==> src/rtl/aap_pkg.sv <==
// ----------------------------------------------------------------------------
// aap_pkg
// Shared types, codes and constants of the anchor alignment placer.
// ----------------------------------------------------------------------------
package aap_pkg;

  localparam int ANG_W      = 28;
  localparam int GUARD_BITS = 12;
  localparam int IDX_W      = 5;
  localparam int THR_W      = 15;
  localparam int DIR_W      = 16;
  localparam int YAW_W      = 16;

  localparam logic [2:0] CMD_SRC_POSE = 3'd0;
  localparam logic [2:0] CMD_SRC_APOS = 3'd1;
  localparam logic [2:0] CMD_SRC_ADIR = 3'd2;
  localparam logic [2:0] CMD_TGT_APOS = 3'd3;
  localparam logic [2:0] CMD_COMPUTE  = 3'd4;

  localparam logic REL_ADJACENT = 1'b0;
  localparam logic REL_FACING   = 1'b1;

  localparam logic [THR_W-1:0] VERT_THR_RESET = 15'd11469;

  localparam logic signed [ANG_W-1:0] DEG_90  = 28'sd5898240;
  localparam logic signed [ANG_W-1:0] DEG_180 = 28'sd11796480;
  localparam logic signed [ANG_W-1:0] DEG_360 = 28'sd23592960;

  localparam logic signed [16:0] INV_GAIN = 17'sd39797;

  typedef struct packed {
    logic start;
    logic vectoring;
  } cordic_ctl_t;

  typedef struct packed {
    logic busy;
    logic done;
  } cordic_sts_t;

  function automatic logic signed [ANG_W-1:0] atan_lut(input logic [IDX_W-1:0] idx);
    logic signed [ANG_W-1:0] r;
    case (idx)
      5'd0:    r = 28'sd2949120;
      5'd1:    r = 28'sd1740967;
      5'd2:    r = 28'sd919879;
      5'd3:    r = 28'sd466945;
      5'd4:    r = 28'sd234379;
      5'd5:    r = 28'sd117304;
      5'd6:    r = 28'sd58666;
      5'd7:    r = 28'sd29335;
      5'd8:    r = 28'sd14668;
      5'd9:    r = 28'sd7334;
      5'd10:   r = 28'sd3667;
      5'd11:   r = 28'sd1833;
      5'd12:   r = 28'sd917;
      5'd13:   r = 28'sd458;
      5'd14:   r = 28'sd229;
      5'd15:   r = 28'sd115;
      5'd16:   r = 28'sd57;
      5'd17:   r = 28'sd29;
      5'd18:   r = 28'sd14;
      5'd19:   r = 28'sd7;
      5'd20:   r = 28'sd4;
      5'd21:   r = 28'sd2;
      5'd22:   r = 28'sd1;
      default: r = 28'sd0;
    endcase
    return r;
  endfunction

endpackage

==> src/rtl/aap_if.sv <==
// ----------------------------------------------------------------------------
// aap_if
// Valid/ready channels of the anchor alignment placer.
// ----------------------------------------------------------------------------
interface aap_in_if #(parameter int COORD_WIDTH = 24) ();
  logic                          valid;
  logic                          ready;
  logic [2:0]                    command;
  logic signed [COORD_WIDTH-1:0] vec_x;
  logic signed [COORD_WIDTH-1:0] vec_y;
  logic signed [COORD_WIDTH-1:0] vec_z;
  logic signed [15:0]            angle;
  logic                          relationship;
  logic signed [COORD_WIDTH-1:0] gap;

  modport source (output valid, command, vec_x, vec_y, vec_z, angle, relationship, gap,
                  input ready);
  modport sink (input valid, command, vec_x, vec_y, vec_z, angle, relationship, gap,
                output ready);
endinterface

interface aap_out_if #(parameter int COORD_WIDTH = 24) ();
  logic                          valid;
  logic                          ready;
  logic signed [COORD_WIDTH-1:0] loc_x;
  logic signed [COORD_WIDTH-1:0] loc_y;
  logic signed [COORD_WIDTH-1:0] loc_z;
  logic signed [15:0]            yaw_out;

  modport source (output valid, loc_x, loc_y, loc_z, yaw_out, input ready);
  modport sink (input valid, loc_x, loc_y, loc_z, yaw_out, output ready);
endinterface

interface aap_cfg_if import aap_pkg::*; ();
  logic             valid;
  logic             ready;
  logic [THR_W-1:0] data;

  modport source (output valid, data, input ready);
  modport sink (input valid, data, output ready);
endinterface

==> src/rtl/aap_cordic.sv <==
// ----------------------------------------------------------------------------
// aap_cordic
// Shared iterative CORDIC: rotation with gain correction, or atan2 vectoring.
// ----------------------------------------------------------------------------
module aap_cordic import aap_pkg::*; #(
  parameter int IN_W  = 26,
  parameter int STEPS = 16
) (
  input  logic                    clk_i,
  input  logic                    rst_ni,
  input  cordic_ctl_t             ctl_i,
  input  logic signed [IN_W-1:0]  x_i,
  input  logic signed [IN_W-1:0]  y_i,
  input  logic signed [ANG_W-1:0] ang_i,
  output cordic_sts_t             sts_o,
  output logic signed [IN_W-1:0]  x_o,
  output logic signed [IN_W-1:0]  y_o,
  output logic signed [ANG_W-1:0] ang_o
);

  localparam int W  = IN_W + GUARD_BITS + 3;
  localparam int PW = W + 17;
  localparam int HW = W - 16;
  localparam logic signed [PW-1:0] HALF = PW'(1) <<< (GUARD_BITS + 15);

  localparam logic [2:0] C_IDLE = 3'd0;
  localparam logic [2:0] C_RED  = 3'd1;
  localparam logic [2:0] C_ITER = 3'd2;
  localparam logic [2:0] C_LO_X = 3'd3;
  localparam logic [2:0] C_HI_X = 3'd4;
  localparam logic [2:0] C_LO_Y = 3'd5;
  localparam logic [2:0] C_HI_Y = 3'd6;
  localparam logic [2:0] C_FIN  = 3'd7;

  logic [2:0]              st_q, st_d;
  logic                    vec_q, vec_d;
  logic                    done_q, done_d;
  logic [IDX_W-1:0]        i_q, i_d;
  logic signed [W-1:0]     x_q, x_d, y_q, y_d, dx, dy, xs, ys, mul_src;
  logic signed [ANG_W-1:0] z_q, z_d, at;
  logic signed [PW-1:0]    acc_q, acc_d, prod_lo, prod_hi, rnd;
  logic signed [IN_W-1:0]  xo_q, xo_d, yo_q, yo_d;
  logic signed [HW+16:0]   hi_mul;
  logic signed [33:0]      lo_mul;

  assign xs = {{(W-IN_W-GUARD_BITS){x_i[IN_W-1]}}, x_i, {GUARD_BITS{1'b0}}};
  assign ys = {{(W-IN_W-GUARD_BITS){y_i[IN_W-1]}}, y_i, {GUARD_BITS{1'b0}}};
  assign dx = y_q >>> i_q;
  assign dy = x_q >>> i_q;
  assign at = atan_lut(i_q);

  assign mul_src = (st_q == C_LO_X || st_q == C_HI_X) ? x_q : y_q;
  assign lo_mul  = $signed({1'b0, mul_src[15:0]}) * INV_GAIN;
  assign hi_mul  = $signed(mul_src[W-1:16]) * INV_GAIN;
  assign prod_lo = PW'(lo_mul);
  assign prod_hi = {hi_mul, 16'b0};
  assign rnd     = (acc_q + HALF) >>> (GUARD_BITS + 16);

  always_comb begin
    st_d   = st_q;
    vec_d  = vec_q;
    done_d = 1'b0;
    i_d    = i_q;
    x_d    = x_q;
    y_d    = y_q;
    z_d    = z_q;
    acc_d  = acc_q;
    xo_d   = xo_q;
    yo_d   = yo_q;
    case (st_q)
      C_IDLE: begin
        if (ctl_i.start) begin
          vec_d = ctl_i.vectoring;
          i_d   = '0;
          if (ctl_i.vectoring) begin
            if (x_i == 0 && y_i == 0) begin
              z_d    = '0;
              done_d = 1'b1;
            end else begin
              st_d = C_ITER;
              if (x_i < 0) begin
                x_d = -xs;
                y_d = -ys;
                z_d = (y_i >= 0) ? DEG_180 : -DEG_180;
              end else begin
                x_d = xs;
                y_d = ys;
                z_d = '0;
              end
            end
          end else begin
            x_d  = xs;
            y_d  = ys;
            z_d  = ang_i;
            st_d = C_RED;
          end
        end
      end
      C_RED: begin
        if (z_q > DEG_180) begin
          z_d = z_q - DEG_360;
        end else if (z_q <= -DEG_180) begin
          z_d = z_q + DEG_360;
        end else begin
          st_d = C_ITER;
          if (z_q > DEG_90) begin
            x_d = -x_q;
            y_d = -y_q;
            z_d = z_q - DEG_180;
          end else if (z_q < -DEG_90) begin
            x_d = -x_q;
            y_d = -y_q;
            z_d = z_q + DEG_180;
          end
        end
      end
      C_ITER: begin
        if (vec_q) begin
          if (y_q > 0) begin
            x_d = x_q + dx;
            y_d = y_q - dy;
            z_d = z_q + at;
          end else begin
            x_d = x_q - dx;
            y_d = y_q + dy;
            z_d = z_q - at;
          end
        end else begin
          if (z_q >= 0) begin
            x_d = x_q - dx;
            y_d = y_q + dy;
            z_d = z_q - at;
          end else begin
            x_d = x_q + dx;
            y_d = y_q - dy;
            z_d = z_q + at;
          end
        end
        i_d = i_q + 1'b1;
        if (i_q == IDX_W'(STEPS - 1)) begin
          i_d = '0;
          if (vec_q) begin
            st_d   = C_IDLE;
            done_d = 1'b1;
          end else begin
            st_d = C_LO_X;
          end
        end
      end
      C_LO_X: begin
        acc_d = prod_lo;
        st_d  = C_HI_X;
      end
      C_HI_X: begin
        acc_d = acc_q + prod_hi;
        st_d  = C_LO_Y;
      end
      C_LO_Y: begin
        xo_d  = rnd[IN_W-1:0];
        acc_d = prod_lo;
        st_d  = C_HI_Y;
      end
      C_HI_Y: begin
        acc_d = acc_q + prod_hi;
        st_d  = C_FIN;
      end
      C_FIN: begin
        yo_d   = rnd[IN_W-1:0];
        done_d = 1'b1;
        st_d   = C_IDLE;
      end
      default: st_d = C_IDLE;
    endcase
  end

  always_ff @(posedge clk_i or negedge rst_ni) begin
    if (!rst_ni) begin
      st_q   <= C_IDLE;
      vec_q  <= 1'b0;
      done_q <= 1'b0;
      i_q    <= '0;
    end else begin
      st_q   <= st_d;
      vec_q  <= vec_d;
      done_q <= done_d;
      i_q    <= i_d;
    end
  end

  always_ff @(posedge clk_i) begin
    x_q   <= x_d;
    y_q   <= y_d;
    z_q   <= z_d;
    acc_q <= acc_d;
    xo_q  <= xo_d;
    yo_q  <= yo_d;
  end

  assign sts_o.busy = (st_q != C_IDLE);
  assign sts_o.done = done_q;
  assign x_o        = xo_q;
  assign y_o        = yo_q;
  assign ang_o      = z_q;

endmodule

==> src/rtl/anchor_alignment_placer.sv <==
// ----------------------------------------------------------------------------
// anchor_alignment_placer
// Places a node so that its anchor meets an anchor of a placed source node.
// ----------------------------------------------------------------------------
// Usage:
//   in_i carries commands. Load commands (source pose, source anchor position,
//   source anchor direction, target anchor position) take one transfer and
//   update the stored values on that transfer; they produce no result.
//   A compute command produces one result transfer on out_o with the placed
//   location and yaw. cfg_i writes the vertical threshold; it is always ready.
//   Throughput: one item at a time, in_i is ready only when the sequencer is
//   idle. A compute runs three CORDIC rotations and, unless the target
//   direction is vertical, two atan2 vectoring passes, all on one shared
//   CORDIC unit, then three facing products and a final sum.
//   Reset clears the stored pose to zero and the threshold to 11469.
//   The result sits in an output register; if the receiver stalls, the next
//   compute runs to completion and then waits until the register is free.
// ----------------------------------------------------------------------------
module anchor_alignment_placer import aap_pkg::*; #(
  parameter int COORD_WIDTH  = 24,
  parameter int CORDIC_STEPS = 16
) (
  input  logic   clk_i,
  input  logic   rst_ni,
  aap_in_if.sink   in_i,
  aap_out_if.source out_o,
  aap_cfg_if.sink  cfg_i
);

  localparam int CW = COORD_WIDTH;
  localparam int IW = CW + 2;
  localparam int SW = CW + 6;
  localparam int FW = CW + 4;
  localparam logic signed [SW-1:0] LOC_MAX = (SW'(1) <<< (CW - 1)) - SW'(1);
  localparam logic signed [SW-1:0] LOC_MIN = -(SW'(1) <<< (CW - 1));

  localparam logic [2:0] S_IDLE     = 3'd0;
  localparam logic [2:0] S_ROT_DIR  = 3'd1;
  localparam logic [2:0] S_VEC_SRC  = 3'd2;
  localparam logic [2:0] S_VEC_TGT  = 3'd3;
  localparam logic [2:0] S_ROT_SPOS = 3'd4;
  localparam logic [2:0] S_ROT_TPOS = 3'd5;
  localparam logic [2:0] S_FACE     = 3'd6;
  localparam logic [2:0] S_SUM      = 3'd7;

  function automatic logic signed [DIR_W-1:0] sat_dir(input logic signed [CW-1:0] v);
    logic signed [DIR_W-1:0] r;
    if (v > 32767) r = 16'sh7fff;
    else if (v < -32768) r = 16'sh8000;
    else r = v[DIR_W-1:0];
    return r;
  endfunction

  function automatic logic signed [CW-1:0] sat_loc(input logic signed [SW-1:0] v);
    logic signed [CW-1:0] r;
    if (v > LOC_MAX) r = LOC_MAX[CW-1:0];
    else if (v < LOC_MIN) r = LOC_MIN[CW-1:0];
    else r = v[CW-1:0];
    return r;
  endfunction

  logic [2:0]                st_q, st_d;
  logic                      issued_q, issued_d;
  logic [1:0]                fcnt_q, fcnt_d;
  logic                      ovalid_q, ovalid_d;
  logic [THR_W-1:0]          thr_q;

  logic signed [CW-1:0]      sloc_x_q, sloc_y_q, sloc_z_q;
  logic signed [YAW_W-1:0]   syaw_q;
  logic signed [CW-1:0]      spos_x_q, spos_y_q, spos_z_q;
  logic signed [DIR_W-1:0]   sdir_x_q, sdir_y_q, sdir_z_q;
  logic signed [CW-1:0]      tpos_x_q, tpos_y_q, tpos_z_q;

  logic signed [DIR_W-1:0]   tdx_q, tdy_q, tdz;
  logic signed [YAW_W-1:0]   hint_q;
  logic                      facing_q, vert_q;
  logic signed [CW-1:0]      gap_q;
  logic [DIR_W:0]            tdz_abs;

  logic signed [IW-1:0]      fdx_q, fdy_q, sax_q, say_q, tax_q, tay_q;
  logic signed [ANG_W-1:0]   a1_q;
  logic signed [YAW_W-1:0]   yaw_q;
  logic signed [FW-1:0]      fx_q, fy_q, fz_q, fterm;
  logic signed [ANG_W:0]     diff;
  logic signed [ANG_W:0]     yaw_full;

  logic signed [17:0]        fsel;
  logic signed [CW+17:0]     fprod;

  logic signed [SW-1:0]      lx, ly, lz;
  logic signed [CW-1:0]      loc_x_q, loc_y_q, loc_z_q;
  logic signed [YAW_W-1:0]   yaw_out_q;

  logic                      in_fire, out_free;
  logic signed [ANG_W-1:0]   syaw_ang, yaw_ang;

  cordic_ctl_t               cctl;
  cordic_sts_t               csts;
  logic signed [IW-1:0]      cx, cy, cx_o, cy_o;
  logic signed [ANG_W-1:0]   cang, cang_o;

  aap_cordic #(
    .IN_W  (IW),
    .STEPS (CORDIC_STEPS)
  ) u_cordic (
    .clk_i  (clk_i),
    .rst_ni (rst_ni),
    .ctl_i  (cctl),
    .x_i    (cx),
    .y_i    (cy),
    .ang_i  (cang),
    .sts_o  (csts),
    .x_o    (cx_o),
    .y_o    (cy_o),
    .ang_o  (cang_o)
  );

  assign in_i.ready  = (st_q == S_IDLE);
  assign cfg_i.ready = 1'b1;
  assign in_fire     = in_i.valid && in_i.ready;
  assign out_free    = !ovalid_q || out_o.ready;

  assign tdz     = sat_dir(in_i.vec_z);
  assign tdz_abs = tdz[DIR_W-1] ? 17'(-$signed({tdz[DIR_W-1], tdz})) : {1'b0, tdz};

  assign syaw_ang = {{(ANG_W-YAW_W-10){syaw_q[YAW_W-1]}}, syaw_q, 10'b0};
  assign yaw_ang  = {{(ANG_W-YAW_W-10){yaw_q[YAW_W-1]}}, yaw_q, 10'b0};

  always_comb begin
    cctl.vectoring = 1'b0;
    cx             = IW'(sdir_x_q);
    cy             = IW'(sdir_y_q);
    cang           = syaw_ang;
    case (st_q)
      S_VEC_SRC: begin
        cctl.vectoring = 1'b1;
        cx             = -fdx_q;
        cy             = -fdy_q;
      end
      S_VEC_TGT: begin
        cctl.vectoring = 1'b1;
        cx             = IW'(tdx_q);
        cy             = IW'(tdy_q);
      end
      S_ROT_SPOS: begin
        cx = IW'(spos_x_q);
        cy = IW'(spos_y_q);
      end
      S_ROT_TPOS: begin
        cx   = IW'(tpos_x_q);
        cy   = IW'(tpos_y_q);
        cang = yaw_ang;
      end
      default: ;
    endcase
    cctl.start = !issued_q && !csts.busy &&
                 (st_q == S_ROT_DIR || st_q == S_VEC_SRC || st_q == S_VEC_TGT ||
                  st_q == S_ROT_SPOS || st_q == S_ROT_TPOS);
  end

  assign diff     = {a1_q[ANG_W-1], a1_q} - {cang_o[ANG_W-1], cang_o};
  assign yaw_full = (diff + (ANG_W+1)'(512)) >>> 10;

  always_comb begin
    case (fcnt_q)
      2'd0:    fsel = fdx_q[17:0];
      2'd1:    fsel = fdy_q[17:0];
      default: fsel = 18'(sdir_z_q);
    endcase
  end
  assign fprod = fsel * gap_q;
  assign fterm = FW'((fprod + (CW+18)'(8192)) >>> 14);

  always_comb begin
    lx = SW'(sloc_x_q) + SW'(sax_q) - SW'(tax_q);
    ly = SW'(sloc_y_q) + SW'(say_q) - SW'(tay_q);
    lz = SW'(sloc_z_q) + SW'(spos_z_q) - SW'(tpos_z_q);
    if (facing_q == REL_FACING) begin
      lx = lx + SW'(fx_q);
      ly = ly + SW'(fy_q);
      lz = lz + SW'(fz_q);
    end
  end

  always_comb begin
    st_d     = st_q;
    issued_d = issued_q;
    fcnt_d   = fcnt_q;
    ovalid_d = ovalid_q;
    if (out_o.valid && out_o.ready) ovalid_d = 1'b0;
    if (cctl.start) issued_d = 1'b1;
    case (st_q)
      S_IDLE: begin
        if (in_fire && in_i.command == CMD_COMPUTE) begin
          st_d     = S_ROT_DIR;
          issued_d = 1'b0;
        end
      end
      S_ROT_DIR: begin
        if (csts.done) begin
          issued_d = 1'b0;
          st_d     = vert_q ? S_ROT_SPOS : S_VEC_SRC;
        end
      end
      S_VEC_SRC: begin
        if (csts.done) begin
          issued_d = 1'b0;
          st_d     = S_VEC_TGT;
        end
      end
      S_VEC_TGT: begin
        if (csts.done) begin
          issued_d = 1'b0;
          st_d     = S_ROT_SPOS;
        end
      end
      S_ROT_SPOS: begin
        if (csts.done) begin
          issued_d = 1'b0;
          st_d     = S_ROT_TPOS;
        end
      end
      S_ROT_TPOS: begin
        if (csts.done) begin
          issued_d = 1'b0;
          fcnt_d   = '0;
          st_d     = S_FACE;
        end
      end
      S_FACE: begin
        fcnt_d = fcnt_q + 1'b1;
        if (fcnt_q == 2'd2) begin
          fcnt_d = '0;
          st_d   = S_SUM;
        end
      end
      S_SUM: begin
        if (out_free) begin
          ovalid_d = 1'b1;
          st_d     = S_IDLE;
        end
      end
      default: st_d = S_IDLE;
    endcase
  end

  always_ff @(posedge clk_i or negedge rst_ni) begin
    if (!rst_ni) begin
      st_q     <= S_IDLE;
      issued_q <= 1'b0;
      fcnt_q   <= '0;
      ovalid_q <= 1'b0;
      thr_q    <= VERT_THR_RESET;
      sloc_x_q <= '0;
      sloc_y_q <= '0;
      sloc_z_q <= '0;
      syaw_q   <= '0;
      spos_x_q <= '0;
      spos_y_q <= '0;
      spos_z_q <= '0;
      sdir_x_q <= '0;
      sdir_y_q <= '0;
      sdir_z_q <= '0;
      tpos_x_q <= '0;
      tpos_y_q <= '0;
      tpos_z_q <= '0;
    end else begin
      st_q     <= st_d;
      issued_q <= issued_d;
      fcnt_q   <= fcnt_d;
      ovalid_q <= ovalid_d;
      if (cfg_i.valid && cfg_i.ready) thr_q <= cfg_i.data;
      if (in_fire) begin
        case (in_i.command)
          CMD_SRC_POSE: begin
            sloc_x_q <= in_i.vec_x;
            sloc_y_q <= in_i.vec_y;
            sloc_z_q <= in_i.vec_z;
            syaw_q   <= in_i.angle;
          end
          CMD_SRC_APOS: begin
            spos_x_q <= in_i.vec_x;
            spos_y_q <= in_i.vec_y;
            spos_z_q <= in_i.vec_z;
          end
          CMD_SRC_ADIR: begin
            sdir_x_q <= sat_dir(in_i.vec_x);
            sdir_y_q <= sat_dir(in_i.vec_y);
            sdir_z_q <= sat_dir(in_i.vec_z);
          end
          CMD_TGT_APOS: begin
            tpos_x_q <= in_i.vec_x;
            tpos_y_q <= in_i.vec_y;
            tpos_z_q <= in_i.vec_z;
          end
          default: ;
        endcase
      end
    end
  end

  always_ff @(posedge clk_i) begin
    if (in_fire && in_i.command == CMD_COMPUTE) begin
      tdx_q    <= sat_dir(in_i.vec_x);
      tdy_q    <= sat_dir(in_i.vec_y);
      hint_q   <= in_i.angle;
      facing_q <= in_i.relationship;
      gap_q    <= in_i.gap;
      vert_q   <= (tdz_abs > {2'b00, thr_q});
    end
    if (csts.done) begin
      case (st_q)
        S_ROT_DIR: begin
          fdx_q <= cx_o;
          fdy_q <= cy_o;
          if (vert_q) yaw_q <= hint_q;
        end
        S_VEC_SRC:  a1_q <= cang_o;
        S_VEC_TGT:  yaw_q <= yaw_full[YAW_W-1:0];
        S_ROT_SPOS: begin
          sax_q <= cx_o;
          say_q <= cy_o;
        end
        S_ROT_TPOS: begin
          tax_q <= cx_o;
          tay_q <= cy_o;
        end
        default: ;
      endcase
    end
    if (st_q == S_FACE) begin
      case (fcnt_q)
        2'd0:    fx_q <= fterm;
        2'd1:    fy_q <= fterm;
        default: fz_q <= fterm;
      endcase
    end
    if (st_q == S_SUM && out_free) begin
      loc_x_q   <= sat_loc(lx);
      loc_y_q   <= sat_loc(ly);
      loc_z_q   <= sat_loc(lz);
      yaw_out_q <= yaw_q;
    end
  end

  assign out_o.valid   = ovalid_q;
  assign out_o.loc_x   = loc_x_q;
  assign out_o.loc_y   = loc_y_q;
  assign out_o.loc_z   = loc_z_q;
  assign out_o.yaw_out = yaw_out_q;

`ifndef NO_ASSERTIONS
  a_compute_starts: assert property (@(posedge clk_i) disable iff (!rst_ni)
    in_fire && in_i.command == CMD_COMPUTE |=> st_q == S_ROT_DIR)
    else $error("compute transfer did not start the sequencer");
  a_start_idle: assert property (@(posedge clk_i) disable iff (!rst_ni)
    cctl.start |-> !csts.busy && !issued_q)
    else $error("cordic started while busy");
  a_done_issued: assert property (@(posedge clk_i) disable iff (!rst_ni)
    csts.done |-> issued_q)
    else $error("cordic done without a pending operation");
  a_result_from_sum: assert property (@(posedge clk_i) disable iff (!rst_ni)
    $rose(ovalid_q) |-> $past(st_q) == S_SUM)
    else $error("result raised outside the final sum");
`endif

endmodule
==> src/flat_wrapper.sv <==
// flat-port wrapper written by rule: the top's interface ports become plain ports
module anchor_alignment_placer_flat import aap_pkg::*;
#(
  parameter int COORD_WIDTH  = 24,
  parameter int CORDIC_STEPS = 16
)
  (clk_i, rst_ni, in_i_valid, in_i_command, in_i_vec_x, in_i_vec_y, in_i_vec_z, in_i_angle, in_i_relationship, in_i_gap, in_i_ready, out_o_valid, out_o_loc_x, out_o_loc_y, out_o_loc_z, out_o_yaw_out, out_o_ready, cfg_i_valid, cfg_i_data, cfg_i_ready);
  aap_in_if #(.COORD_WIDTH(COORD_WIDTH)) in_i_i ();
  aap_out_if #(.COORD_WIDTH(COORD_WIDTH)) out_o_i ();
  aap_cfg_if cfg_i_i ();
  input  logic clk_i;
  input  logic rst_ni;
  input wire logic [$bits(in_i_i.valid)-1:0] in_i_valid;
  input wire logic [$bits(in_i_i.command)-1:0] in_i_command;
  input wire logic [$bits(in_i_i.vec_x)-1:0] in_i_vec_x;
  input wire logic [$bits(in_i_i.vec_y)-1:0] in_i_vec_y;
  input wire logic [$bits(in_i_i.vec_z)-1:0] in_i_vec_z;
  input wire logic [$bits(in_i_i.angle)-1:0] in_i_angle;
  input wire logic [$bits(in_i_i.relationship)-1:0] in_i_relationship;
  input wire logic [$bits(in_i_i.gap)-1:0] in_i_gap;
  output wire logic [$bits(in_i_i.ready)-1:0] in_i_ready;
  output wire logic [$bits(out_o_i.valid)-1:0] out_o_valid;
  output wire logic [$bits(out_o_i.loc_x)-1:0] out_o_loc_x;
  output wire logic [$bits(out_o_i.loc_y)-1:0] out_o_loc_y;
  output wire logic [$bits(out_o_i.loc_z)-1:0] out_o_loc_z;
  output wire logic [$bits(out_o_i.yaw_out)-1:0] out_o_yaw_out;
  input wire logic [$bits(out_o_i.ready)-1:0] out_o_ready;
  input wire logic [$bits(cfg_i_i.valid)-1:0] cfg_i_valid;
  input wire logic [$bits(cfg_i_i.data)-1:0] cfg_i_data;
  output wire logic [$bits(cfg_i_i.ready)-1:0] cfg_i_ready;
  assign in_i_i.valid = in_i_valid;
  assign in_i_i.command = in_i_command;
  assign in_i_i.vec_x = in_i_vec_x;
  assign in_i_i.vec_y = in_i_vec_y;
  assign in_i_i.vec_z = in_i_vec_z;
  assign in_i_i.angle = in_i_angle;
  assign in_i_i.relationship = in_i_relationship;
  assign in_i_i.gap = in_i_gap;
  assign in_i_ready = in_i_i.ready;
  assign out_o_valid = out_o_i.valid;
  assign out_o_loc_x = out_o_i.loc_x;
  assign out_o_loc_y = out_o_i.loc_y;
  assign out_o_loc_z = out_o_i.loc_z;
  assign out_o_yaw_out = out_o_i.yaw_out;
  assign out_o_i.ready = out_o_ready;
  assign cfg_i_i.valid = cfg_i_valid;
  assign cfg_i_i.data = cfg_i_data;
  assign cfg_i_ready = cfg_i_i.ready;
  anchor_alignment_placer #(.COORD_WIDTH(COORD_WIDTH), .CORDIC_STEPS(CORDIC_STEPS)) u_core (.clk_i(clk_i), .rst_ni(rst_ni), .in_i(in_i_i), .out_o(out_o_i), .cfg_i(cfg_i_i));
endmodule
==> config.mk <==
export PLATFORM = sky130hd
export DESIGN_NAME = anchor_alignment_placer_flat
export DESIGN_NICKNAME = d
export VERILOG_FILES = /design/src/rtl/aap_pkg.sv /design/src/rtl/aap_if.sv /design/src/rtl/aap_cordic.sv /design/src/rtl/anchor_alignment_placer.sv /design/src/flat_wrapper.sv
export SDC_FILE = /design/constraint.sdc
export NUM_CORES = 2
export LEC_CHECK = 0
export ABC_CLOCK_PERIOD_IN_PS = 22100
export BUFFER_PORTS_ARGS = -buffer_cell sky130_fd_sc_hd__buf_2
export CORE_MARGIN = 10
export CORE_UTILIZATION = 45
export CTS_CLUSTER_SIZE = 12
export DETAILED_ROUTE_END_ITERATION = 6
export MAX_ROUTING_LAYER = met4
export SYNTH_ARGS = -nofsm -noshare
export SYNTH_HDL_FRONTEND = slang
export SYNTH_SLANG_ARGS = --single-unit
==> constraint.sdc <==
create_clock -name clk_i -period 22.1 [get_ports clk_i]
set_input_delay 2.21 -clock clk_i [delete_from_list [all_inputs] [get_ports clk_i]]
set_output_delay 2.21 -clock clk_i [all_outputs]
set_load 0.02 [all_outputs]
==> impl_metrics.tcl <==
set metrics [dict create \
    startpoint_type "flop" \
    synth-seq-cells 956 \
    post_dp_cell_area_um2 105000 \
    synth_top_family_by_area "adder cells" \
    cts_resized 0 \
    yosys.area_share.adder 0.268 \
    final_max_slew_viol_count 0 \
    crit_path_frequent_cell "inv_1" \
    die_w_um 493 \
    p_leak_nw 47.2 \
    cts-root-buf "clkbuf_16" \
    io_pins 227 \
    synth_xor_area_frac 0.0475 \
    cap_viol_max_count 0 \
    final_common_cell "inv_1" \
    setup_ws_ns 10.78 \
    finish.instance_area_um2 109000 \
    numPortBuffers 225 \
    finClkSkew_ns 0.0773 \
    netlist_instances 10900 \
    total_power_w 0.00393 \
    clock_sinks 956 \
    crit_slowest_cell "dfrtp_1" \
    syn2layout_area_growth_pct 8.04 \
    syn_area_per_cell_um2 9.25 \
    rsz0062_at_grt "false" \
    dp_hpwl_um 254000 \
    ant_nets 0 \
    grt_usage 0.269 \
    slowest_delay_ns 0.82 \
    cts_hold_buffers 0 \
    vias 81100 \
    powerDensity_nw_per_um2 36.2 \
    dp_slack_ns 10.78 \
    final_nets 12700 \
    cts_made_buffers 114 \
    hold_class "reg -> reg" \
    synth-edff-count 644 \
    path_max_fanout 48 \
    initial_core_util 0.452 \
    drive_gt1_frac 0.0872 \
    yosys_warnings 0 \
    grt_antenna_before_repair 38 \
    fin_tns_setup_ns 0 \
    netlist-cell-type-count 100 \
    cp_num_buf_inv 6 \
    synth-async-reset-ratio 0.326 \
    yosysSeqAreaShare 0.270 \
    fmax_mhz 88.4 \
    cp.arrival_ns 11.84 \
    final.min_clock_period_ns 11.32 \
    die_h_um 493 \
    outcome "complete, but fails checks" \
    fin_crit_sh 0.512 \
    synth_area_leaders "edfxtp_1 (19%), fa_1 (16%), ha_1 (11%), dfrtp_1 (7.6%), inv_1 (5.7%)" \
    syn-num-nets 12700 \
    dr.first_iter.drc_count 7388 \
    critPathTopFamily "compound AO/OA/AOI/OAI gates" \
    yosysTopAreaCell "edfxtp_1" \
    cts_max_level 3 \
    clkTransAtPathRegs_ns 0.07 \
    crit_required_ns 22.62 \
    drc 25 \
    finalSetupViolCount 0 \
    first_global_vias 80100 \
    fillCellCount 21000 \
    synth_mux_area_frac 0.0570 \
    hold_viol_final 0 \
    end_kind "flop" \
    synth-compound-area-share 0.151 \
    overflow 0 \
    criticalPathCategory "reg -> reg" \
    slew_headroom 0.151 \
    rows 173 \
    grt_max_degree 95 \
    grt_first_pass_wirelength_um 496000 \
    avgViaCountPerCell 5.81 \
    synth_top_area_frac 0.192 \
    gp_congestion 0.962 \
    clk_latency_ns 0.81 \
    clockBufferDepth 3 \
    most-common-layout-cells "inv_1 (1518), nand2_1 (1052), ha_1 (902)" \
    ir_drop_mv 0.0715 \
    worst_pin_slew_ns 1.24 \
    ys.flop_type "edfxtp_1" \
    detail_route.first_pass.iterations 7 \
    post_cts_buffers 0 \
    synthesis.area_um2 100000 \
    post_drt_wl_per_cell_um 23.5 \
    synth-simple-area-share 0.130 \
    wl_um 328000 \
    die-area_um2 243000 \
    tritoncts "built" \
    design.core.area_um2 222000 \
    violations "DRC" \
]
## state kept, by name, indices dropped and copies added, names as in the netlist, 28 cells and up
name,flops
u_core.fz_q,28
u_core.u_cordic.y_q,41
u_core.u_cordic.x_q,41
u_core.u_cordic.acc_q,38
u_core.u_cordic.ang_o,28
u_core.fx_q,28
u_core.fy_q,28
## through the flow
step	instances	hold slack (ns)	util
final	13900	0.446	0.489
after global routing	13900	0.464	0.489
after CTS	13900	0.448	0.488
after detailed placement	13700	0.433	0.471
after global placement	13700	0.429	0.471
after floorplan	10900	0.424	-
## synthesized netlist by cell type (33+ instances only)
library cell / instances
nand3_1: 124
a211oi_1: 87
a21o_1: 175
or4_1: 35
o21a_1: 152
mux2i_1: 218
nor2b_1: 157
xnor2_1: 372
fa_1: 781
edfxtp_1: 644
and2_1: 122
or3_1: 78
nor4_1: 59
nand4_1: 51
o22ai_1: 50
nand2b_1: 87
o221ai_1: 33
xor2_1: 173
a31oi_1: 69
mux2_2: 225
o21bai_1: 79
a22oi_1: 50
clkbuf_1: 399
nand2_1: 1053
ha_1: 902
dfrtp_1: 304
o21ai_0: 672
a21oi_1: 575
mux4_2: 45
buf_1: 61
nor3_1: 168
inv_1: 1518
nor2_1: 647
or2_2: 52
o211ai_1: 60
and3_1: 50
o31ai_1: 68
## final cells by class
| type | instances | area, um2 | share of cell area |
|---|---|---|---|
| Timing Repair Buffer | 355 | 2110 | 0.0195 |
| Inverter | 1526 | 5730 | 0.0528 |
| Clock buffer | 159 | 3130 | 0.0289 |
| Tap cell | 2975 | 3720 | 0.0343 |
| Sequential cell | 956 | 27200 | 0.250 |
| Multi-Input combinational cell | 7892 | 65900 | 0.607 |
| Antenna cell | 26 | 65.1 | 0.000599 |
| Clock inverter | 58 | 698 | 0.00643 |
## cells by family after synthesis
group	count (synthesis)
AOI/OAI and AO/OA	2396
xor gates and xnor gates	545
adders and majority gates	1683
buffers and inverters	2013
DFF	956
muxes	488
other	1
and+or+nand+nor	2779
## per-layer routing
metal	vias up	wire length, um	track usage
met2	2908	147000	0.409
met5	-	0	-
li1	37200	-	-
met4	0	9380	0.0780
met3	451	24900	0.0390
met1	40500	146000	0.375
## path summary, 6_finish.rpt
check | from | endpoint | slack [ns] | cells after the start
setup / recovery | u_core.u_cordic.st_q[2] | u_core.u_cordic.acc_q[53] | 10.78 | 35
hold / removal | u_core.yaw_q[11] | u_core.out_o.yaw_out[11] | 0.45 | 0
setup reg to reg | u_core.u_cordic.st_q[2] | u_core.u_cordic.acc_q[53] | 10.78 | 35
hold reg to reg | u_core.yaw_q[11] | u_core.out_o.yaw_out[11] | 0.45 | 0
max in group asynchronous | rst_ni | u_core.u_cordic.i_q[0] | 18.21 | 3
min in group asynchronous | rst_ni | u_core.sloc_z_q[16] | 1.40 | 1
## worst reg2reg max path: cells and delay by family, from the launching register on
kind,cells,cell delay [ns]
AO/OA/AOI/OAI,12,3.59
adder cells (fa/ha/maj),8,3.39
buffers and inverters,6,1.23
AND/OR/NAND/NOR,6,1.06
flip-flops,1,0.82
multiplexers,1,0.68
XOR/XNOR,2,0.33
## where the power goes
group	total (W)	switching (W)	internal [W]
registers	0.00190	0.000000696	0.00190
logic	0.0000760	0.0000523	0.0000236
clock network	0.00195	0.000854	0.00109
total	0.00393	0.000907	0.00302
(Power assumes the default switching activity.)
